**config.mk**
```make
export PLATFORM = sky130hd
export DESIGN_NAME = phes_front
export DESIGN_NICKNAME = d
export VERILOG_FILES = /design/src/rtl/piecewise_hazard_event_sampler_core_defines.svh /design/src/rtl/phes_pkg.sv /design/src/rtl/phes_front.sv
export SDC_FILE = /design/constraint.sdc
export NUM_CORES = 2
export LEC_CHECK = 0
export ABC_AREA = 1
export BUFFER_PORTS_ARGS = -buffer_cell sky130_fd_sc_hd__buf_2
export CAP_MARGIN = 20
export CORE_ASPECT_RATIO = 1.25
export CORE_MARGIN = 5
export CORE_UTILIZATION = 40
export DETAILED_ROUTE_END_ITERATION = 12
export PLACE_DENSITY = 0.56
export SYNTH_ARGS = -nofsm -noshare
export SYNTH_HDL_FRONTEND = slang
export SYNTH_SLANG_ARGS = --single-unit
```
**constraint.sdc**
```tcl
create_clock -name clock -period 10.9 [get_ports clock]
set_input_delay 2.18 -clock clock [delete_from_list [all_inputs] [get_ports clock]]
set_output_delay 2.18 -clock clock [all_outputs]
set_load 0.01 [all_outputs]
```
**src/rtl/piecewise_hazard_event_sampler_core_defines.svh**
```systemverilog
// Assertion macros shared by the event sampler RTL.
// No dependencies; files that check their logic include this header.
`ifndef PIECEWISE_HAZARD_EVENT_SAMPLER_CORE_DEFINES_SVH
`define PIECEWISE_HAZARD_EVENT_SAMPLER_CORE_DEFINES_SVH

// Same-cycle implication, disabled during reset.
`define PHES_ASSERT_NOW(lbl, clk, rst, ante, cons, msg) \
   lbl: assert property (@(posedge clk) disable iff (rst) (ante) |-> (cons)) else $error(msg);

// Next-cycle implication, disabled during reset.
`define PHES_ASSERT_NEXT(lbl, clk, rst, ante, cons, msg) \
   lbl: assert property (@(posedge clk) disable iff (rst) (ante) |=> (cons)) else $error(msg);

`endif

```
**src/rtl/phes_pkg.sv**
```systemverilog
// Types, constants and state encodings for the event sampler.
// No dependencies; used by every module of the block.
package phes_pkg;

   localparam logic [31:0] LN2_Q32    = 32'd2977044472;
   localparam logic [31:0] TIME_MAX   = 32'hFFFF_FFFF;
   localparam logic [39:0] CUM_MAX    = 40'hFF_FFFF_FFFF;
   localparam int          FIFO_DEPTH = 4;
   localparam int          LOG_STEPS  = 24;
   localparam int          DIV_STEPS  = 48;

   typedef struct packed {
      logic [31:0] uniform_draw;
      logic        first_interval;
      logic [31:0] interval_end;
      logic [31:0] hazard_rate;
      logic        last_interval;
   } req_type;

   typedef struct packed {
      logic [31:0] event_time;
      logic        never_happened;
   } rsp_type;

   // One classified interval, as queued between front and back.
   typedef struct packed {
      logic        first;
      logic        last;
      logic [31:0] end_time;
      logic [31:0] hazard;
      logic [31:0] target;
   } qent_type;

   typedef struct packed {
      logic full;
      logic empty;
   } fifo_stat_type;

   typedef enum logic [2:0] {
      F_IDLE,
      F_NORM,
      F_LOG,
      F_SCALE,
      F_PUSH
   } front_state_type;

   typedef enum logic [2:0] {
      B_IDLE,
      B_MUL,
      B_TEST,
      B_DIV,
      B_SUM,
      B_FIN
   } back_state_type;

endpackage

```
**src/rtl/phes_front.sv**
```systemverilog
// Front end: accepts intervals and forms the target -ln(u) on a first interval.
// Depends on phes_pkg; pushes classified intervals into phes_fifo.
module phes_front (
   input  logic                    clock,
   input  logic                    reset,
   input  logic                    req_valid,
   output logic                    req_stall,
   input  phes_pkg::req_type       req_data,
   output logic                    push,
   output phes_pkg::qent_type      push_data,
   input  phes_pkg::fifo_stat_type fifo_stat
);

   phes_pkg::front_state_type state_ff, state_in;
   phes_pkg::qent_type        item_ff, item_in;
   logic [31:0] x_ff, x_in;
   logic [4:0]  msb_ff, msb_in;
   logic [23:0] frac_ff, frac_in;
   logic [4:0]  step_ff, step_in;

   logic        accept;
   logic [63:0] sq;
   logic [32:0] sq_shr;
   logic [29:0] lval;
   logic [61:0] scaled;
   logic [29:0] tval;

   assign req_stall = (state_ff != phes_pkg::F_IDLE);
   assign accept    = req_valid && !req_stall;
   assign push      = (state_ff == phes_pkg::F_PUSH) && !fifo_stat.full;
   assign push_data = item_ff;

   always_comb begin
      state_in = state_ff;
      item_in  = item_ff;
      x_in     = x_ff;
      msb_in   = msb_ff;
      frac_in  = frac_ff;
      step_in  = step_ff;
      sq       = 64'(x_ff) * 64'(x_ff);
      sq_shr   = sq[63:31];
      lval     = 30'(32'd32 << 24) - {1'b0, msb_ff, frac_ff};
      scaled   = 62'(lval) * 62'(phes_pkg::LN2_Q32);
      tval     = scaled[61:32];
      case (state_ff)
         phes_pkg::F_IDLE: begin
            if (accept) begin
               item_in.first    = req_data.first_interval;
               item_in.last     = req_data.last_interval;
               item_in.end_time = req_data.interval_end;
               item_in.hazard   = req_data.hazard_rate;
               item_in.target   = phes_pkg::TIME_MAX;
               x_in             = req_data.uniform_draw;
               msb_in           = 5'd31;
               frac_in          = '0;
               step_in          = '0;
               if (req_data.first_interval && req_data.uniform_draw != '0) begin
                  state_in = phes_pkg::F_NORM;
               end else begin
                  state_in = phes_pkg::F_PUSH;
               end
            end
         end
         phes_pkg::F_NORM: begin
            // shift the draw up to Q1.31, tracking its top bit position
            if (x_ff[31]) begin
               state_in = phes_pkg::F_LOG;
            end else begin
               x_in   = {x_ff[30:0], 1'b0};
               msb_in = msb_ff - 5'd1;
            end
         end
         phes_pkg::F_LOG: begin
            // one fraction bit of log2 per squaring
            if (sq_shr[32]) begin
               x_in    = sq_shr[32:1];
               frac_in = {frac_ff[22:0], 1'b1};
            end else begin
               x_in    = sq_shr[31:0];
               frac_in = {frac_ff[22:0], 1'b0};
            end
            step_in = step_ff + 5'd1;
            if (step_ff == 5'(phes_pkg::LOG_STEPS - 1)) begin
               state_in = phes_pkg::F_SCALE;
            end
         end
         phes_pkg::F_SCALE: begin
            item_in.target = (tval == '0) ? 32'd1 : 32'(tval);
            state_in       = phes_pkg::F_PUSH;
         end
         phes_pkg::F_PUSH: begin
            if (!fifo_stat.full) begin
               state_in = phes_pkg::F_IDLE;
            end
         end
         default: begin
            state_in = phes_pkg::F_IDLE;
         end
      endcase
   end

   always_ff @(posedge clock) begin
      if (reset) begin
         state_ff <= phes_pkg::F_IDLE;
      end else begin
         state_ff <= state_in;
      end
   end

   always_ff @(posedge clock) begin
      item_ff <= item_in;
      x_ff    <= x_in;
      msb_ff  <= msb_in;
      frac_ff <= frac_in;
      step_ff <= step_in;
   end

endmodule

```
==> summary.txt <==
Placement
  • Dpl cell area: between 50000 and 60000 um2
  • Port bufs: 201
  • Hpwl dp: 142 mm
  • Gpl congestion: 0.989
  • Placed cells: between 8000 and 9000

Floorplan
  • Starting Density: 40.3%
  • Site Rows: between 150 and 200
  • Core ar.: about 140000 um2
  • Die Y: between 400 and 500 um
  • Die W: around 340 um
  • Die area: around 140000 um2
  • Num ports: 203

Routing
  • Vias: roughly 41000
  • Routed Antenna Nets: 0
  • Routed length per instance: approximately 19 um
  • TritonRoute pass-1 iters: 6
  • # DRC: 0
  • Iteration-0 DRC Markers: around 2100
  • Final wirelength: between 150 and 200 mm
  • Via-to-Cell Ratio: 4.79

Yosys
  • Unique masters post-synth: 48
  • Synth Flop Type: edfxtp_1
  • Area contributors post-synth: fa_1, ha_1, inv_1
  • Synth Area per Inst: about 8.2 um2
  • Synth Register Bits: roughly 170
  • Synth top cells by count: inv_1, nand2_1, fa_1, ha_1, nor2_1
  • FFs w/ async S/R, synth: 0%
  • Cells after synthesis: ~6700
  • Largest area contributor in the netlist: fa_1
  • Register area share after synthesis: 9.05%
  • EDFF count, synth: roughly 160
  • Synthesized area: roughly 55000 um2
  • Top-count cell post-synth: inv_1
  • Synth warn: 0
  • Syn_nets: around 8600
  • Top-area cell type share of the netlist area: 40.0%

Status
  • Status: finished, final reports clean

Timing
  • Final hold vios: 0
  • Setup Viol. Count Final: 0
  • Final Slew Violations: 0
  • Worst slew pin tran: 1.15 ns
  • Max frequency: between 100 and 150 MHz
  • Clock Skew: about 0.021 ns
  • Slew HR: between 20% and 30%
  • Min Clock Period, post-route: between 9 and 10 ns
  • RSZ-0062 raised after global routing: false
  • Final Cycle Share: a little under nine tenths
  • Setup TNS: 0 ns

CTS
  • CTS Hold Bufs: 0
  • Max Buffers Root-to-Sink: 2
  • TritonCTS Buffers: 17
  • CTS clk-pin slew, worst paths: roughly 0.080 ns
  • Sink Count: 166
  • Cts repair resizes: 0
  • CTS H-tree lvls: 4
  • Worst skew pair latency: ~0.53 ns
  • CTS tree: done
  • Post-CTS Setup Bufs: 0
  • Root Driver: clkbuf_16

Worst setup path
  • Max Fanout on Critical Path: 7
  • CP Launch Type: register
  • Data arrival, critical path: around 9.7 ns
  • Reg2Reg Setup Slack: ~1.5 ns
  • Crit path kind: reg -> reg
  • Reg2reg start: frac_ff[3]
  • CP max stage delay: approximately 0.66 ns
  • Critical path buffer and inverter count: 6
  • RR Endpoint: push_data[0]
  • CP Capture Type: register
  • CP delay by family, top: adder cells
  • Slowest-stage cell, CP: fa_1
  • Most common cell on crit path: fa_1
  • R2R depth: 37
  • Critical Path RT: about 11 ns

Cells and area
  • Fill count: between 10000 and 15000
  • Final Non-Filler Cells: roughly 8600
  • Net count reported at finish: roughly 8700
  • Area Overhead vs Synth: 7.26%
  • Fin area: around 60000 um2
  • Layout cells sized above 1: 5.39%

Min path
  • Worst Hold Class: reg -> reg
  • Hold-critical path depth: 2
  • Hold Crit Endpoint: state_ff[2]
  • Hold Crit Start: state_ff[2]

Global route
  • Largest net degree at the start of global routing: 67
  • Vias in the first global route: between 40000 and 50000
  • Initial antenna violation count: 5
  • First-pass GRT wire length: 260 mm
  • Total grt overflow: 0
  • Global Route Usage Sum: 23.4%

Flow run
  • Max Cap Violations: 0
-- final cells by class --
class | count | area [um2] | share of cell area (%)
multi-input combinational | 4304 | 41400 | 70.4
inverter | 2100 | 7890 | 13.4
sequential | 166 | 4950 | 8.44
tap | 1759 | 2200 | 3.75
timing repair buffer | 286 | 1690 | 2.88
clock buffer | 18 | 429 | 0.731
clock inverter | 13 | 186 | 0.317
antenna | 3 | 7.51 | 0.0128
-- worst min-delay path: stages (launching register included) --
cell	delay, ns
dfxtp_1	0.34
nand4_1	0.12
a21oi_1	0.06
-- routing by layer --
layer | GRT usage, % | routed length [um]
met5 | 0 | 11
met4 | 8.75 | 7060
met3 | 2.54 | 6550
met2 | 42.7 | 84000
met1 | 28.5 | 65900
-- logic make-up (layout without fill, tap and decap cells) --
group / Yosys count / count (layout) / share of synthesized area (%)
compound gates: 321 / 321 / 3.31
buf+inv: 2247 / 2417 / 15.4
xor+xnor: 93 / 93 / 1.60
other cells: 0 / 3 / 0
flops: 166 / 166 / 9.05
fa+ha+maj: 1731 / 1731 / 54.6
simple gates: 2159 / 2159 / 16.0
-- flip-flops by register name, indices dropped and copies added (netlist names) --
| name | flops |
|---|---|
| push_data | 97 |
| x_ff | 32 |
| frac_ff | 24 |
| msb_ff | 5 |
| step_ff | 5 |
| state_ff | 3 |
-- how the worst max path moves through the flow --
stage | startpoint | to | slack (ns) | cells past startpoint
floorplan | frac_ff[0] | push_data[0] | 2.39 | 41
global route | frac_ff[3] | push_data[0] | 0.96 | 37
finish | frac_ff[3] | push_data[0] | 1.50 | 37
global placement | frac_ff[3] | push_data[0] | 1.56 | 39
CTS | frac_ff[3] | push_data[0] | 1.47 | 37
detailed placement | frac_ff[3] | push_data[0] | 1.56 | 37
-- cell usage in the layout, fill, tap and decap left out, types with 19 or more instances in the layout --
cell type and count:
buf_4 82, nand2_1 1491, o21ai_0 98, buf_2 201, a21oi_1 145, nand4_1 45
o21bai_1 22, xnor2_1 22, xor2_1 66, nor3_1 28, nand3b_1 19, fa_1 1095
inv_1 2087, nor2_1 339, edfxtp_1 163, a21o_1 39, ha_1 636, nand3_1 178
-- per-stage QoR --
stage | setup WS [ns] | hold WS (ns) | util [%]
finish | 1.50 | 0.568 | 43.2
global placement | 1.56 | 0.547 | 42.8
CTS | 1.47 | 0.565 | 43.2
global route | 0.957 | 0.593 | 43.2
detailed placement | 1.56 | 0.554 | 42.8
floorplan | 2.39 | 0.516 | -
Power is left out: the tool's default activity adds up to more than one toggle a clock period on the data nets, which glitch-free logic cannot reach.
