File: src/rtl/piecewise_hazard_event_sampler_core_defines.svh
// Assertion macros shared by the event sampler RTL.
// No dependencies; files that check their logic include this header.
`ifndef PIECEWISE_HAZARD_EVENT_SAMPLER_CORE_DEFINES_SVH
`define PIECEWISE_HAZARD_EVENT_SAMPLER_CORE_DEFINES_SVH

// Same-cycle implication, disabled during reset.
`define PHES_ASSERT_NOW(lbl, clk, rst, ante, cons, msg) \
   lbl: assert property (@(posedge clk) disable iff (rst) (ante) |-> (cons)) else $error(msg);

// Next-cycle implication, disabled during reset.
`define PHES_ASSERT_NEXT(lbl, clk, rst, ante, cons, msg) \
   lbl: assert property (@(posedge clk) disable iff (rst) (ante) |=> (cons)) else $error(msg);

`endif

File: src/rtl/phes_pkg.sv
// Types, constants and state encodings for the event sampler.
// No dependencies; used by every module of the block.
package phes_pkg;

   localparam logic [31:0] LN2_Q32    = 32'd2977044472;
   localparam logic [31:0] TIME_MAX   = 32'hFFFF_FFFF;
   localparam logic [39:0] CUM_MAX    = 40'hFF_FFFF_FFFF;
   localparam int          FIFO_DEPTH = 4;
   localparam int          LOG_STEPS  = 24;
   localparam int          DIV_STEPS  = 48;

   typedef struct packed {
      logic [31:0] uniform_draw;
      logic        first_interval;
      logic [31:0] interval_end;
      logic [31:0] hazard_rate;
      logic        last_interval;
   } req_type;

   typedef struct packed {
      logic [31:0] event_time;
      logic        never_happened;
   } rsp_type;

   // One classified interval, as queued between front and back.
   typedef struct packed {
      logic        first;
      logic        last;
      logic [31:0] end_time;
      logic [31:0] hazard;
      logic [31:0] target;
   } qent_type;

   typedef struct packed {
      logic full;
      logic empty;
   } fifo_stat_type;

   typedef enum logic [2:0] {
      F_IDLE,
      F_NORM,
      F_LOG,
      F_SCALE,
      F_PUSH
   } front_state_type;

   typedef enum logic [2:0] {
      B_IDLE,
      B_MUL,
      B_TEST,
      B_DIV,
      B_SUM,
      B_FIN
   } back_state_type;

endpackage

File: src/rtl/phes_fifo.sv
// Short queue of classified intervals between front and back.
// Depends on phes_pkg and the assertion macro header.
`include "piecewise_hazard_event_sampler_core_defines.svh"

module phes_fifo #(
   parameter int DEPTH = phes_pkg::FIFO_DEPTH
) (
   input  logic                  clock,
   input  logic                  reset,
   input  logic                  push,
   input  phes_pkg::qent_type    push_data,
   input  logic                  pop,
   output phes_pkg::qent_type    pop_data,
   output phes_pkg::fifo_stat_type stat
);

   localparam int AW = (DEPTH > 1) ? $clog2(DEPTH) : 1;
   localparam int CW = $clog2(DEPTH + 1);

   phes_pkg::qent_type mem [DEPTH];
   phes_pkg::qent_type rd_data_ff;
   logic [AW-1:0] wr_ptr_ff, wr_ptr_in;
   logic [AW-1:0] rd_ptr_ff, rd_ptr_in;
   logic [CW-1:0] count_ff, count_in;

   always_comb begin
      wr_ptr_in = wr_ptr_ff;
      rd_ptr_in = rd_ptr_ff;
      count_in  = count_ff;
      if (push) begin
         wr_ptr_in = (wr_ptr_ff == AW'(DEPTH - 1)) ? '0 : wr_ptr_ff + AW'(1);
      end
      if (pop) begin
         rd_ptr_in = (rd_ptr_ff == AW'(DEPTH - 1)) ? '0 : rd_ptr_ff + AW'(1);
      end
      if (push && !pop) begin
         count_in = count_ff + CW'(1);
      end else if (pop && !push) begin
         count_in = count_ff - CW'(1);
      end
   end

   always_ff @(posedge clock) begin
      if (reset) begin
         wr_ptr_ff <= '0;
         rd_ptr_ff <= '0;
         count_ff  <= '0;
      end else begin
         wr_ptr_ff <= wr_ptr_in;
         rd_ptr_ff <= rd_ptr_in;
         count_ff  <= count_in;
      end
   end

   always_ff @(posedge clock) begin
      if (push) begin
         mem[wr_ptr_ff] <= push_data;
      end
      if (pop) begin
         rd_data_ff <= mem[rd_ptr_ff];
      end
   end

   assign pop_data   = rd_data_ff;
   assign stat.full  = (count_ff == CW'(DEPTH));
   assign stat.empty = (count_ff == '0);

   `PHES_ASSERT_NOW(a_no_overflow, clock, reset, push, !stat.full, "push into full queue")
   `PHES_ASSERT_NOW(a_no_underflow, clock, reset, pop, !stat.empty, "pop from empty queue")

endmodule

File: config.mk
export PLATFORM = sky130hd
export DESIGN_NAME = phes_fifo
export DESIGN_NICKNAME = d
export VERILOG_FILES = /design/src/rtl/phes_pkg.sv /design/src/rtl/phes_fifo.sv
export VERILOG_INCLUDE_DIRS = /design/src /design/src/rtl
export SDC_FILE = /design/constraint.sdc
export NUM_CORES = 1
export LEC_CHECK = 0
export BUFFER_PORTS_ARGS = -buffer_cell sky130_fd_sc_hd__buf_4
export CORE_MARGIN = 2
export CORE_UTILIZATION = 52
export DETAILED_ROUTE_END_ITERATION = 8
export HOLD_SLACK_MARGIN = 0.1
export PLACE_DENSITY = 0.8
export SLEW_MARGIN = 25
export SYNTH_ARGS = -nofsm -noshare
export SYNTH_HDL_FRONTEND = slang
export SYNTH_SLANG_ARGS = --single-unit
File: constraint.sdc
create_clock -name clock -period 4.17 [get_ports clock]
set_clock_uncertainty 0.2 [all_clocks]
set_input_delay 1.251 -clock clock [delete_from_list [all_inputs] [get_ports clock]]
set_output_delay 1.251 -clock clock [all_outputs]
set_load 0.01 [all_outputs]
==> run_results.csv, run 1 <==
group,metric,value,unit
floorplanning,dieArea,35320,sq um
worst_setup_path,rrSetupSlack,1.76,ns
logic_synthesis,synth.avg_cell_area,26.98,sq um
clock_tree,ctsResizeCount,0,
floorplanning,io_pins,202,
worst_hold_path,min_to,"count_ff[2]",
logic_synthesis,yosysSeqAreaShare,84.43,%
finish,diodes,0,
logic_synthesis,ys_ff_latch,497,
logic_synthesis,synthFlopType,"edfxtp_1",
finish,fin_cells,1381,
pwr,intPower,8.522,mW
grt,antenna_found_initial,0,
finish,area_growth,19.79,%
clock_tree,cts_hold_buf,0,
job,cap_viol_max_count,0,
pwr,pwr-share-clk,37.5,%
clock_tree,root_buffer,"clkbuf_16",
worst_setup_path,r2r-end,"pop_data[52]",
clock_tree,path_clk_slew,0.06,ns
floorplanning,die_w,187.9,um
worst_setup_path,ff2ff_path_depth,2,
logic_synthesis,synth_area_leaders,"edfxtp_1 (84%), mux4_2 (13%), buf_12 (1.1%), dfxtp_1 (0.80%), ha_1 (0.43%)",
place,dp.cells,1294,
worst_setup_path,startpoint_type,"register",
worst_hold_path,holdCritStartpoint,"count_ff[2]",
pwr,p_switching,2.166,mW
pwr,swShare,20.27,%
clock_tree,cts_made_buffers,47,
worst_setup_path,crit_chain,"nor3b_1, buf_4",
worst_setup_path,cp_slowest_cell,"nor3b_1",
worst_setup_path,critPathTopFamily,"simple AND/OR/NAND/NOR gates",
logic_synthesis,syn_nets,761,
floorplanning,start_util,52.60,%
routing,drc,0,
sta,hold_viol,0,
sta,rsz0062_at_grt,"no",
sta,fmax,339.3,MHz
floorplanning,rows,67,
sta,setup_ws,1.223,ns
place,portBuffers,201,
routing,postRouteAntennaNets,0,
clock_tree,cts.sinks,497,
logic_synthesis,synthDominantCellAreaShare,83.64,%
clock_tree,cts_tree,"yes",
floorplanning,core_area,33450,sq um
sta,fin_crit_sh,70.68,%
logic_synthesis,async_flop_share,0,%
logic_synthesis,netlist_instances,652,
place,dp_slack,1.180,ns
logic_synthesis,synth_area_leader_cell,"edfxtp_1",
worst_setup_path,cp_num_buf_inv,1,
pwr,seqPwrFrac,55.4,%
clock_tree,post-cts-setup-buffers,0,
worst_setup_path,r2r_start,"rd_ptr_ff[0]",
grt,grt_pass1_wl,46.84,mm
logic_synthesis,synth_cell_type_count,19,
routing,drt_wl_total,31.28,mm
sta,slew_headroom,39.01,%
pwr,power_density,507.1,nW/um^2
routing,drt-wirelength-per-cell,22.65,um
sta,fin_setup_tns,0,ns
clock_tree,cts_max_level,2,
pwr,power_frac_comb,7.1,%
logic_synthesis,yosysWarnings,0,
sta,setup_viol,0,
worst_setup_path,slowest_delay,0.39,ns
worst_setup_path,path_class,"reg -> out",
routing,drt_first_pass_iters,4,
finish,fin_util,63.01,%
place,gp_congestion,0.6983,
sta,finalMaxSlewViolations,0,
finish,nets,1004,
routing,drt_iter0_markers,782,
clock_tree,clk_latency,0.53,ns
sta,tightest_slew,0.9148,ns
routing,via_per_inst,5.424,
logic_synthesis,synth.most_common_cell,"edfxtp_1",
clock_tree,clk_path_buf_depth,3,
logic_synthesis,synth_area,17590,sq um
logic_synthesis,synth_edf_count,490,
worst_hold_path,min_path_type,"reg -> reg",
floorplanning,die_y,187.9,um
pwr,finalPower,10.69,mW
worst_setup_path,required,2.72,ns
place,place_hpwl,18.54,mm
outcome,status,"completed",
pwr,leakage,7.086,nW
routing,vias,7490,
finish,drive_gt1_share,40.94,%
worst_setup_path,cp.arrival,1.50,ns
grt,gr-total-overflow,0,
grt,grt_pass1_vias,7690,
worst_setup_path,crit_fanout,4,
sta,layout_min_cycle_time,2.947,ns
worst_setup_path,cp-end-kind,"output pin",
grt,grt_max_degree,60,
pwr,peakVddDrop,0.0003902,V
worst_hold_path,hold_depth,2,
grt,grt_usage,17.80,%
logic_synthesis,yosys-top-cells-count,"edfxtp_1 (490), mux4_2 (98), buf_12 (10)",
-- worst max path at each step --
stage,start,end,slack [ns],depth (start not counted)
detailed placement,pop,count_ff[2],1.18,8
global route,count_ff[2],stat[1],1.14,2
global placement,pop,count_ff[2],1.20,8
CTS,count_ff[2],stat[1],1.14,2
finish,count_ff[2],stat[1],1.22,2
floorplan,push,mem[3][0],1.06,1
-- flip-flops by register name, summed over array words and instances, names as in the netlist --
register	count
rd_ptr_ff	2
mem	392
count_ff	3
wr_ptr_ff	2
pop_data	98
-- power groups by stage --
stage | clock network (mW) | logic, mW | registers, mW
floorplan | 0 | 0.373 | 6.02
detailed placement | 0 | 0.771 | 6.03
global placement | 0 | 0.752 | 6.02
CTS | 4.10 | 0.774 | 5.93
global route | 4.27 | 0.811 | 5.95
finish | 4.01 | 0.754 | 5.92
-- layout make-up --
class                      instances  area (sq um)
sequential                       497         14860
fill                            2171         12370
multi-input combinational        129          2462
timing repair buffer             216          1709
clock buffer                      57          1256
tap                              448         560.5
clock inverter                    30         210.2
inverter                           4         15.01
-- routing by layer --
layer	part of all wire (%)	global-route usage, %
met5	0	0
met1	41	25.17
met2	50	28.69
met4	2.1	4.936
met3	6.7	3.687
-- cells by family after synthesis --
logic type | share of synthesized area [%]
adders and majority gates | 0.5405
AOI/OAI and AO/OA | 0.08532
xor gates and xnor gates | 0.09958
buffers and inverters | 1.629
and+or+nand+nor | 0.4409
DFF | 84.43
muxes | 12.77
-- per-stage QoR --
stage                     hold slack, ns  instance area, sq um
after detailed placement          0.3034                 19610
after floorplan                   0.2609                 17600
after CTS                         0.3156                 21080
final                             0.3258                 21080
after global placement            0.2976                 19610
after global routing              0.3356                 21080
-- cells in the final DEF, fill, tap and decap left out, drive strengths merged --
cell	n
a21oi	2
and2	4
buf	216
bufinv	3
clkbuf	57
clkinv	26
dfxtp	7
edfxtp	490
fa	1
ha	6
inv	5
mux2i	4
mux4	98
nor2	7
nor3	1
nor3b	2
o21ai	1
or3	1
xor2	2
-- worst min-delay path, delay by kind of cell, from the launching register on --
family / cells / cell delay [ns]
flops: 1 / 0.33
compound gates: 2 / 0.15
No activity file was read; power rests on OpenSTA's default activity.
==> run 2: changes to the inputs <==
- CORE_UTILIZATION: 52 -> 55
- PLACE_DENSITY: 0.8 -> 0.81
- clock period: 4.17 -> 2.9 ns (I/O delays scaled with it)
==> run_results.csv, run 2 (synthesized netlist as in run 1, its figures left out) <==
group,metric,value,unit
outcome,status,"completed",
grt,grt_usage,19.38,%
finish,max_flop_register,"mem",
grt,grt_max_degree,60,
floorplanning,die_y,182.9,um
pwr,power_density,750.5,nW/um^2
sta,fin_setup_tns,0,ns
place,dp_slack,0.2913,ns
finish,layout_commonest_cell,"edfxtp_1",
clock_tree,cts_max_level,2,
floorplanning,io_pins,202,
sta,rsz0062_at_grt,"no",
routing,postRouteAntennaNets,0,
finish,nFillCells,1944,
grt,busiest_layer,"met2",
routing,drt-wirelength-per-cell,23.43,um
clock_tree,cts.sinks,497,
routing,drt_iter0_markers,605,
place,gp_congestion,0.7132,
clock_tree,root_buffer,"clkbuf_16",
pwr,finalPower,16.04,mW
finish,largest_reg_flops,392,
worst_hold_path,min_path_type,"in -> reg",
clock_tree,ctsResizeCount,0,
clock_tree,path_clk_slew,0.07,ns
finish,area_growth,21.51,%
routing,vias,7426,
grt,gr-total-overflow,0,
clock_tree,post-cts-setup-buffers,0,
worst_setup_path,crit_fanout,4,
worst_setup_path,cp-end-kind,"output pin",
clock_tree,clk_latency,0.55,ns
pwr,peakVddDrop,0.0006704,V
worst_setup_path,crit_chain,"nor3b_1, buf_4",
grt,grt_pass1_wl,48.06,mm
clock_tree,cts_hold_buf,0,
sta,setup_ws,0.5424,ns
floorplanning,start_util,55.75,%
clock_tree,clk_path_buf_depth,3,
grt,antenna_found_initial,1,
worst_setup_path,required,1.83,ns
floorplanning,rows,65,
worst_setup_path,cp.arrival,1.29,ns
clock_tree,cts_made_buffers,49,
finish,layout_common_cells,"edfxtp_1 (490), buf_4 (206), mux4_2 (98)",
floorplanning,dieArea,33430,sq um
sta,holdWs,0.3148,ns
grt,grt_pass1_vias,8060,
grt,grtUsageMet3,4.091,%
job,cap_viol_max_count,0,
sta,setup_viol,0,
sta,fin_crit_sh,81.30,%
floorplanning,die_w,182.9,um
finish,fin_util,67.74,%
place,place_hpwl,18.47,mm
worst_setup_path,slowest_delay,0.36,ns
routing,drt_first_pass_iters,5,
sta,tightest_slew,0.7763,ns
sta,hold_viol,0,
finish,drive_gt1_share,42.74,%
worst_setup_path,path_class,"reg -> out",
place,portBuffers,201,
pwr,leakage,7.235,nW
routing,drc,0,
grt,use_met2,33.02,%
sta,finalMaxSlewViolations,0,
worst_setup_path,startpoint_type,"register",
finish,nets,1012,
worst_setup_path,cp_slowest_cell,"dfxtp_1",
routing,via_per_inst,5.513,
routing,drt_wl_total,31.56,mm
sta,fmax,424.2,MHz
grt,grtUsageMet1,25.35,%
floorplanning,core_area,31560,sq um
sta,layout_min_cycle_time,2.358,ns
clock_tree,cts_tree,"yes",
sta,slew_headroom,48.24,%
run 2: final timing paths:
check                    start      endpoint  slack, ns  cells past startpoint
setup / recovery   count_ff[0]       stat[1]       0.54                      2
hold reg to reg    count_ff[2]   count_ff[2]       0.32                      2
hold / removal    push_data[7]     mem[3][7]       0.31                      1
setup reg to reg  rd_ptr_ff[0]  pop_data[81]       0.91                      2
run 2: metal layers:
layer / vias up / share of wire (%)
li1: 3297 / -
met1: 3856 / 40
met2: 222 / 52
met3: 51 / 5.8
met4: 0 / 2.2
met5: - / 0
run 2: power by group:
group	total, mW	internal (mW)	switching, mW
logic	1.14	0.584	0.553
registers	8.48	8.35	0.129
clock network	6.43	3.86	2.57
total	16.0	12.8	3.25
run 2: layout make-up:
cell class / instances / area, sq um / area share [%]
Tap cell: 402 / 503.0 / 2.353
Antenna cell: 2 / 5.005 / 0.02341
Clock inverter: 28 / 344.1 / 1.610
Sequential cell: 497 / 14860 / 69.52
Timing Repair Buffer: 222 / 1867 / 8.733
Clock buffer: 63 / 1319 / 6.169
Multi-Input combinational cell: 129 / 2462 / 11.52
Inverter: 4 / 15.01 / 0.07024
run 2: stage by stage:
stage                     std cells  cell area [sq um]
final                          1347              21380
after detailed placement       1254              19710
after global placement         1254              19710
after CTS                      1345              21370
after floorplan                 652              17600
after global routing           1346              21370
run 2: worst max-delay path, delay by kind of cell, from the launching register on:
family	cells	cell delay, ns
flops	1	0.36
simple gates	1	0.23
buf+inv	1	0.17
